`src/bcrc_pkg.sv`:
```
// shared constants for the byte command range classifier
package bcrc_pkg;

    localparam int TABLE_DEPTH_DEF = 64;
    localparam int INDEX_W         = 6;
    localparam int HANDLER_W       = 7;

    localparam logic [1:0] REQ_DECODE    = 2'd0;
    localparam logic [1:0] REQ_LOAD_VAL  = 2'd1;
    localparam logic [1:0] REQ_LOAD_MARK = 2'd2;

    localparam logic       MODE_ASCII  = 1'b0;
    localparam logic       MODE_BINARY = 1'b1;

    localparam logic [7:0] TERM_BYTE  = 8'hff;
    localparam logic [7:0] RANGE_BIT  = 8'h80;
    localparam logic [7:0] LOW_MASK   = 8'h7f;

endpackage

```
`src/bcrc_ram.sv`:
```
// generic single write port ram with registered read
module bcrc_ram #(
    parameter int WIDTH = 8,
    parameter int DEPTH = 64,
    parameter int AW    = $clog2(DEPTH)
) (
    input  logic             i_clk,
    input  logic             i_wr_en,
    input  logic [AW-1:0]    i_wr_addr,
    input  logic [WIDTH-1:0] i_wr_data,
    input  logic             i_rd_en,
    input  logic [AW-1:0]    i_rd_addr,
    output logic [WIDTH-1:0] o_rd_data
);

    logic [WIDTH-1:0] r_mem [DEPTH];
    logic [WIDTH-1:0] r_rd_data;

    always_ff @(posedge i_clk) begin
        if (i_wr_en) begin
            r_mem[i_wr_addr] <= i_wr_data;
        end
        if (i_rd_en) begin
            r_rd_data <= r_mem[i_rd_addr];
        end
    end

    assign o_rd_data = r_rd_data;

endmodule

```
`src/byte_command_range_classifier.sv`:
```
// byte command range classifier top level: table walker and table stores
//
// Each decode request walks the command table from entry 0, one entry per clock unless a
// stalled result holds the walk, and returns the handler index of the first single entry
// or range that holds the byte, or the default handler at the table end, or an overrun
// flag if the walk runs past TABLE_DEPTH entries. The value and marker stores each have
// one read port, and the walker consumes one entry per read. Load requests (value or
// marker) are written while the block is idle and leave it idle. The block takes no new
// request while a walk is running; a finished result waits in the output register while
// the next request is accepted. The user must write decode_mode through the configuration
// channel only while the block is idle; the block itself does not enforce this.
// Table entries must be written before a walk reads them.
module byte_command_range_classifier #(
    parameter int TABLE_DEPTH = bcrc_pkg::TABLE_DEPTH_DEF
) (
    input  logic                          i_clk,
    input  logic                          i_rst_n,
    // request channel
    input  logic                          i_in_valid,
    output logic                          o_in_ready,
    input  logic [1:0]                    i_req_type,
    input  logic [7:0]                    i_data_byte,
    input  logic [bcrc_pkg::INDEX_W-1:0]  i_entry_index,
    input  logic [7:0]                    i_entry_value,
    input  logic                          i_entry_bit,
    // result channel
    output logic                          o_out_valid,
    input  logic                          i_out_ready,
    output logic [bcrc_pkg::HANDLER_W-1:0] o_handler_index,
    output logic                          o_matched,
    output logic                          o_table_overrun,
    // configuration channel
    input  logic                          i_cfg_valid,
    output logic                          o_cfg_ready,
    input  logic                          i_cfg_data
);

    localparam int AW = $clog2(TABLE_DEPTH);
    localparam int PW = $clog2(TABLE_DEPTH + 1);
    localparam int XW = (PW + 1 > bcrc_pkg::INDEX_W + 1) ? PW + 1 : bcrc_pkg::INDEX_W + 1;

    localparam logic [1:0] ST_IDLE = 2'd0;
    localparam logic [1:0] ST_HEAD = 2'd1;
    localparam logic [1:0] ST_TAIL = 2'd2;

    logic [1:0]                     r_state, n_state;
    logic [PW-1:0]                  r_pos, n_pos;
    logic [bcrc_pkg::HANDLER_W-1:0] r_handler, n_handler;
    logic [7:0]                     r_lo, n_lo;
    logic [7:0]                     r_byte, n_byte;
    logic                           r_mode;
    logic                           r_out_valid;
    logic [bcrc_pkg::HANDLER_W-1:0] r_out_handler;
    logic                           r_out_matched;
    logic                           r_out_overrun;

    logic                           in_acc;
    logic                           walk_go;
    logic                           emit;
    logic                           emit_hit;
    logic                           emit_over;
    logic [PW:0]                    pos_inc;
    logic [AW-1:0]                  rd_addr;
    logic                           rd_en;
    logic                           idx_ok;
    logic [AW-1:0]                  wr_addr;
    logic                           val_wr;
    logic                           mark_wr;
    logic [7:0]                     rd_val;
    logic                           rd_mark;
    logic                           at_end;
    logic                           at_last;

    assign in_acc  = i_in_valid && o_in_ready;
    assign walk_go = !(r_out_valid && !i_out_ready);
    assign pos_inc = {1'b0, r_pos} + (PW + 1)'(1);
    assign at_end  = (r_pos == PW'(TABLE_DEPTH));
    assign at_last = (r_pos == PW'(TABLE_DEPTH - 1));

    assign idx_ok  = (XW'(i_entry_index) < XW'(TABLE_DEPTH));
    assign wr_addr = AW'(i_entry_index);
    assign val_wr  = in_acc && (i_req_type == bcrc_pkg::REQ_LOAD_VAL) && idx_ok;
    assign mark_wr = in_acc && (i_req_type == bcrc_pkg::REQ_LOAD_MARK) && idx_ok;

    // next entry in walk order; entry 0 while idle
    always_comb begin
        rd_addr = '0;
        if (r_state != ST_IDLE && pos_inc < (PW + 1)'(TABLE_DEPTH)) begin
            rd_addr = pos_inc[AW-1:0];
        end
    end
    assign rd_en = (r_state == ST_IDLE) || walk_go;

    bcrc_ram #(
        .WIDTH (8),
        .DEPTH (TABLE_DEPTH),
        .AW    (AW)
    ) u_value_store (
        .i_clk     (i_clk),
        .i_wr_en   (val_wr),
        .i_wr_addr (wr_addr),
        .i_wr_data (i_entry_value),
        .i_rd_en   (rd_en),
        .i_rd_addr (rd_addr),
        .o_rd_data (rd_val)
    );

    bcrc_ram #(
        .WIDTH (1),
        .DEPTH (TABLE_DEPTH),
        .AW    (AW)
    ) u_marker_store (
        .i_clk     (i_clk),
        .i_wr_en   (mark_wr),
        .i_wr_addr (wr_addr),
        .i_wr_data (i_entry_bit),
        .i_rd_en   (rd_en),
        .i_rd_addr (rd_addr),
        .o_rd_data (rd_mark)
    );

    // walk sequencer
    always_comb begin
        n_state   = r_state;
        n_pos     = r_pos;
        n_handler = r_handler;
        n_lo      = r_lo;
        n_byte    = r_byte;
        emit      = 1'b0;
        emit_hit  = 1'b0;
        emit_over = 1'b0;
        case (r_state)
            ST_IDLE: begin
                if (in_acc && i_req_type == bcrc_pkg::REQ_DECODE) begin
                    n_state   = ST_HEAD;
                    n_pos     = '0;
                    n_handler = '0;
                    n_byte    = i_data_byte;
                end
            end
            ST_HEAD: begin
                if (walk_go) begin
                    n_pos = pos_inc[PW-1:0];
                    if (at_end) begin
                        emit      = 1'b1;
                        emit_over = 1'b1;
                    end else if (r_mode == bcrc_pkg::MODE_ASCII) begin
                        if (rd_val == bcrc_pkg::TERM_BYTE) begin
                            emit = 1'b1;
                        end else if ((rd_val & bcrc_pkg::RANGE_BIT) != 8'h00) begin
                            if (at_last) begin
                                emit      = 1'b1;
                                emit_over = 1'b1;
                            end else begin
                                n_lo    = rd_val & bcrc_pkg::LOW_MASK;
                                n_state = ST_TAIL;
                            end
                        end else if (r_byte == rd_val) begin
                            emit     = 1'b1;
                            emit_hit = 1'b1;
                        end else begin
                            n_handler = r_handler + bcrc_pkg::HANDLER_W'(1);
                        end
                    end else begin
                        if (rd_mark) begin
                            if (at_last) begin
                                emit      = 1'b1;
                                emit_over = 1'b1;
                            end else begin
                                n_lo    = rd_val;
                                n_state = ST_TAIL;
                            end
                        end else if (r_byte == rd_val) begin
                            emit     = 1'b1;
                            emit_hit = 1'b1;
                        end else begin
                            n_handler = r_handler + bcrc_pkg::HANDLER_W'(1);
                        end
                    end
                    if (emit) begin
                        n_state = ST_IDLE;
                    end
                end
            end
            ST_TAIL: begin
                if (walk_go) begin
                    n_pos = pos_inc[PW-1:0];
                    if (r_mode == bcrc_pkg::MODE_BINARY && rd_mark) begin
                        emit = 1'b1;
                    end else if (r_byte >= r_lo && r_byte <= rd_val) begin
                        emit     = 1'b1;
                        emit_hit = 1'b1;
                    end else begin
                        n_handler = r_handler + bcrc_pkg::HANDLER_W'(1);
                        n_state   = ST_HEAD;
                    end
                    if (emit) begin
                        n_state = ST_IDLE;
                    end
                end
            end
            default: begin
                n_state = ST_IDLE;
            end
        endcase
    end

    always_ff @(posedge i_clk) begin
        if (!i_rst_n) begin
            r_state     <= ST_IDLE;
            r_pos       <= '0;
            r_handler   <= '0;
            r_mode      <= bcrc_pkg::MODE_ASCII;
            r_out_valid <= 1'b0;
        end else begin
            r_state   <= n_state;
            r_pos     <= n_pos;
            r_handler <= n_handler;
            if (i_cfg_valid && o_cfg_ready) begin
                r_mode <= i_cfg_data;
            end
            if (emit) begin
                r_out_valid <= 1'b1;
            end else if (i_out_ready) begin
                r_out_valid <= 1'b0;
            end
        end
    end

    always_ff @(posedge i_clk) begin
        r_lo   <= n_lo;
        r_byte <= n_byte;
        if (emit) begin
            r_out_handler <= r_handler;
            r_out_matched <= emit_hit;
            r_out_overrun <= emit_over;
        end
    end

    assign o_in_ready      = (r_state == ST_IDLE);
    assign o_cfg_ready     = 1'b1;
    assign o_out_valid     = r_out_valid;
    assign o_handler_index = r_out_handler;
    assign o_matched       = r_out_matched;
    assign o_table_overrun = r_out_overrun;

`ifndef SYNTHESIS
    a_decode_starts_walk: assert property (@(posedge i_clk) disable iff (!i_rst_n)
        in_acc && i_req_type == bcrc_pkg::REQ_DECODE |=> r_state == ST_HEAD)
        else $error("decode request did not start a walk");

    a_hit_not_overrun: assert property (@(posedge i_clk) disable iff (!i_rst_n)
        o_out_valid |-> !(o_matched && o_table_overrun))
        else $error("result both matched and overrun");

    a_pos_in_range: assert property (@(posedge i_clk) disable iff (!i_rst_n)
        r_state != ST_IDLE |-> r_pos <= PW'(TABLE_DEPTH))
        else $error("walk position past table end");

    a_tail_after_head: assert property (@(posedge i_clk) disable iff (!i_rst_n)
        r_state == ST_TAIL |-> r_pos != '0 && $past(r_state) != ST_IDLE)
        else $error("range tail without a head entry");

    a_stall_holds_walk: assert property (@(posedge i_clk) disable iff (!i_rst_n)
        r_state != ST_IDLE && !walk_go |=> $stable(r_pos) && $stable(r_handler))
        else $error("walk advanced while result was stalled");
`endif

endmodule

```
`config.mk`:
```
export PLATFORM = sky130hd
export DESIGN_NAME = byte_command_range_classifier
export DESIGN_NICKNAME = d
export VERILOG_FILES = /design/src/bcrc_pkg.sv /design/src/bcrc_ram.sv /design/src/byte_command_range_classifier.sv
export SDC_FILE = /design/constraint.sdc
export NUM_CORES = 1
export LEC_CHECK = 0
export ABC_AREA = 1
export BUFFER_PORTS_ARGS = -buffer_cell sky130_fd_sc_hd__buf_2
export CORE_MARGIN = 4
export CORE_UTILIZATION = 47
export CTS_CLUSTER_DIAMETER = 40
export CTS_CLUSTER_SIZE = 25
export DETAILED_ROUTE_END_ITERATION = 7
export HOLD_SLACK_MARGIN = 0.03
export PLACE_DENSITY_LB_ADDON = 0.2
export SYNTH_ARGS = -nofsm -noshare
export SYNTH_HDL_FRONTEND = slang
export SYNTH_SLANG_ARGS = --single-unit
```
`constraint.sdc`:
```
create_clock -name i_clk -period 2.4 [get_ports i_clk]
set_input_delay 0.48 -clock i_clk [delete_from_list [all_inputs] [get_ports i_clk]]
set_output_delay 0.48 -clock i_clk [all_outputs]
set_load 0.1 [all_outputs]
```
==> impl.org <==
** Status
- The flow ran to the end, but the final reports show violations.
- The checks that failed: negative setup slack.

** STA
- Actual transition at the worst max-transition pin :: 0.7851 ns
- Final WS setup :: -0.1077 ns
- Setup violations remaining at the end of the flow were counted as 18.
- Total negative slack :: -1.421 ns
- Measured against its own limit, the worst slew margin works out to 0.4766.
- The clock arrives with 0.03737 ns of skew.
- Dividing the final minimum period by the clock period gives 1.045.
- Subtracting the final worst setup slack from the clock period gives 2.508 ns.
- Final max-slew violation count :: 0
- Final hold analysis gives a worst-case slack of roughly 0.093 ns.
- For this run, the top clock speed supported by timing is 0.3988 GHz.
- Setup repair after global routing missed its margin :: true
- The count of endpoints failing hold in the final timing report was 0.

** Final layout
- Count of fill cells added during filler insertion :: 4696
- Most used cells in the layout excluding fill and tap cells :: 610 x sky130_fd_sc_hd__edfxtp_1, 460 x sky130_fd_sc_hd__nand3_1, 446 x sky130_fd_sc_hd__nand2_1
- Compared with the post-synthesis result, the final layout area differs by 28.91%.
- Area used by multi-input combinational logic :: 9055 um2
- Leaving out fill and tap cells, the most frequent cell in the layout is sky130_fd_sc_hd__edfxtp_1.
- Fraction of the core area covered by cells at the end of the flow :: 0.6148
- The net count of the finished layout is 3065.
- Registers take ~19000 um2.
- Share of layout cells above drive strength 1 :: 0.2247

** Synthesis
- Main flop type after synthesis :: sky130_fd_sc_hd__edfxtp_1
- Yosys printed 0 warnings.
- The number of different library cells used by synthesis comes to 39.
- Post-Synthesis Net Count :: 2808
- The share of the Yosys chip area taken by registers is 0.6453.
- Count of flip-flops with a built-in enable after synthesis :: 610
- Counting flops and latches in the post-synthesis netlist gives 628.
- Cell type with the largest total area after synthesis :: sky130_fd_sc_hd__edfxtp_1
- Number of instances in the synthesized netlist :: 2754
- Of the post-synthesis cell area, the dominant cell type holds 0.6328.
- Post-synthesis instance area :: 28950 um2
- By area the synthesized netlist is led by sky130_fd_sc_hd__edfxtp_1 63%, sky130_fd_sc_hd__nand3_1 11%, sky130_fd_sc_hd__nand2_1 6.0%.
- Mean post-synth cell area :: between 10 and 15 um2
- For this run, asynchronously set or reset flops after synthesis account for 0.

** Power
- Worst voltage drop across the vdd grid :: 665.6 uV
- Switching portion of total power :: 0.3221
- Of the total power, combinational logic draws 0.312.
- For this design the ratio of total power to cell area is 1062 nW/um2.
- Sequential cell fraction of total power :: 0.316
- Internal power of the cells :: 26.87 mW
- Clock power share :: 0.372
- In this run the power spent charging and discharging nets is 12.76 mW.
- Post-layout total power :: 39.63 mW
- For this design the static power due to leakage is 14.83 nW.

** Detailed routing
- Detailed routing inserted a total of 21680 vias.
- Final routed wire length divided by cell count :: 21.17 um
- Number of antenna-violating nets in the routed design :: 0
- Via-per-instance ratio :: 5.589
- Iteration-0 DRC count of the detailed router :: roughly 2300
- Wires add up to 82.14 mm.
- For this run, design rule violations remaining after detail routing come to 0.
- For this run, the detailed router's first-pass iteration total came to 6.

** Floorplan
- I/O pin count :: 43
- Die outline height :: 256.2 um
- Core Rows :: 90
- Horizontal die dimension :: 256.2 um
- The floorplan step defined a core boundary enclosing 60700 um2.
- Initial cell density of the core :: 0.4769
- The floorplan step defined a die boundary enclosing about 66000 um2.

** Worst setup path
- Sort of element at the start of the critical path :: flip-flop
- Critical path start-end classification :: flip-flop to flip-flop
- Largest fanout on the critical path :: 8
- Arrival time at the worst endpoint :: 2.91 ns
- CP endpoint kind :: flip-flop
- For the worst setup path, the data required time is around 2.8 ns.

** Clocking
- Clock-pin slew was measured on the worst setup and hold paths at 0.05 ns.
- Maximum level of the CTS H-tree :: 3
- Clock latency of the later-clocked register in the worst-skew pair :: 0.65 ns
- TritonCTS clock tree :: done
- In this run the deepest clock path goes through 3 buffers.
- Counting every sink on the clock net gives between 600 and 700.
- Total clock buffers created by CTS :: 99
- CTS Root Buffer Type :: sky130_fd_sc_hd__clkbuf_16

** Global routing
- Total GRT Usage :: 0.2388
- Maximum number of pins on one net before global-route repair :: 100
- Via count of the first global-routing pass :: 21270
- The first global-routing pass estimated 122.8 mm of wire.
- The total overflow left after global routing is 0.
- The number of antenna violations at the first check in global routing was 6.

** Place
- Before CTS, the worst setup slack after placement is -0.4938 ns.
- Count of port buffers added during placement :: between 40 and 50
- Routability-driven placement finished with a final weighted congestion of 0.8675.
- Detailed-placement wirelength estimate :: ~47 mm

** Min path
- Worst Hold Class :: input pin to flip-flop

** Run
- The tool flagged a number of max-cap violations equal to 0.
==> power by group through the flow <==
stage          clock network (mW)  logic (mW)  registers, mW
3_3_place_gp                    0        8.78           12.7
5_1_grt                      15.4        13.3           12.5
3_5_place_dp                    0        8.91           12.7
2_1_floorplan                   0        5.95           12.6
4_1_cts                      14.9        10.7           12.5
6_report                     14.7        12.4           12.5
==> cells by family (layout without fill, tap and decap cells) <==
| family | Yosys count | in the layout | share of synthesized area |
|---|---|---|---|
| AOI/OAI and AO/OA | 43 | 43 | 0.008472 |
| xor gates and xnor gates | 6 | 6 | 0.001815 |
| adders and majority gates | 23 | 23 | 0.009942 |
| buffers and inverters | 549 | 888 | 0.08061 |
| DFF | 628 | 628 | 0.6453 |
| other | 1 | 5 | 0.0001295 |
| and+or+nand+nor | 1504 | 1504 | 0.2538 |
==> sequential cells by signal, indices dropped and copies added, names as in the netlist, 2 cells and up <==
signal	flops
o_handler_index	7
r_byte	8
r_pos	7
r_handler	7
u_marker_store.r_mem	64
u_value_store.r_mem	512
r_lo	8
u_value_store.o_rd_data	8
r_state	2
==> critical path, stage by stage (launching register included) <==
cell	delay (ns)
sky130_fd_sc_hd__dfxtp_2	0.35
sky130_fd_sc_hd__ha_4	0.16
sky130_fd_sc_hd__nand3_4	0.09
sky130_fd_sc_hd__o21bai_4	0.16
sky130_fd_sc_hd__nand3_4	0.09
sky130_fd_sc_hd__nor2_4	0.14
sky130_fd_sc_hd__buf_12	0.15
sky130_fd_sc_hd__buf_16	0.15
sky130_fd_sc_hd__buf_6	0.13
sky130_fd_sc_hd__clkbuf_16	0.15
sky130_fd_sc_hd__nand3b_1	0.09
sky130_fd_sc_hd__nand3_1	0.13
sky130_fd_sc_hd__nand3_2	0.10
sky130_fd_sc_hd__nand3_2	0.11
sky130_fd_sc_hd__nand3_2	0.09
sky130_fd_sc_hd__nand3_2	0.11
sky130_fd_sc_hd__nand2_1	0.06
==> metal layers <==
metal,global-route usage,vias to the layer above,share of wire,wire (um)
li1,-,9950,-,-
met1,0.3182,10580,0.41,33550
met2,0.3902,952,0.48,39140
met3,0.04450,194,0.077,6329
met4,0.09477,4,0.038,3084
met5,0,-,0.00033,27
==> synthesized netlist by cell type (18+ instances only) <==
| cell type | number |
|---|---|
| sky130_fd_sc_hd__dfxtp_1 | 18 |
| sky130_fd_sc_hd__buf_2 | 57 |
| sky130_fd_sc_hd__nand3b_1 | 215 |
| sky130_fd_sc_hd__inv_1 | 381 |
| sky130_fd_sc_hd__nor2_1 | 158 |
| sky130_fd_sc_hd__nor3_1 | 24 |
| sky130_fd_sc_hd__a21oi_1 | 27 |
| sky130_fd_sc_hd__nand2_1 | 464 |
| sky130_fd_sc_hd__buf_6 | 22 |
| sky130_fd_sc_hd__clkbuf_1 | 57 |
| sky130_fd_sc_hd__edfxtp_1 | 610 |
| sky130_fd_sc_hd__buf_1 | 19 |
| sky130_fd_sc_hd__nand3_1 | 622 |
| sky130_fd_sc_hd__ha_1 | 23 |
==> metrics by stage <==
stage | instances | area, um2
after floorplan | 2754 | 28970
after global placement | 3616 | 31340
after detailed placement | 3616 | 31340
after CTS | 3844 | 36130
after global routing | 3879 | 37310
final | 3879 | 37310
==> repair_timing <==
action                     CTS  global route
setup endpoints to repair   18            27
resized for setup          146           148
pin swaps                   29            97
buffers inserted            25            18
hold endpoints to repair     8             0
cloned                      12            16
hold buffers                 8             0
==> final timing paths <==
path                            cells past startpoint          from                          to  slack, ns
worst max-delay path                               16      r_pos[0]  u_value_store.o_rd_data[4]      -0.11
worst min-delay path                                3    i_cfg_data                      r_mode       0.09
worst max register to register                     16      r_pos[0]  u_value_store.o_rd_data[4]      -0.11
worst min register to register                      0  r_handler[6]          o_handler_index[6]       0.50
==> area by class of cell <==
| type | count | area share |
|---|---|---|
| clock buffer | 110 | 0.06864 |
| inverter | 387 | 0.03980 |
| clock inverter | 73 | 0.02431 |
| multi-input combinational | 1577 | 0.2427 |
| sequential | 628 | 0.5007 |
| timing repair buffer | 318 | 0.09744 |
| tap | 782 | 0.02622 |
| antenna | 4 | 0.0002682 |
Power figures use the tool's default switching activity.
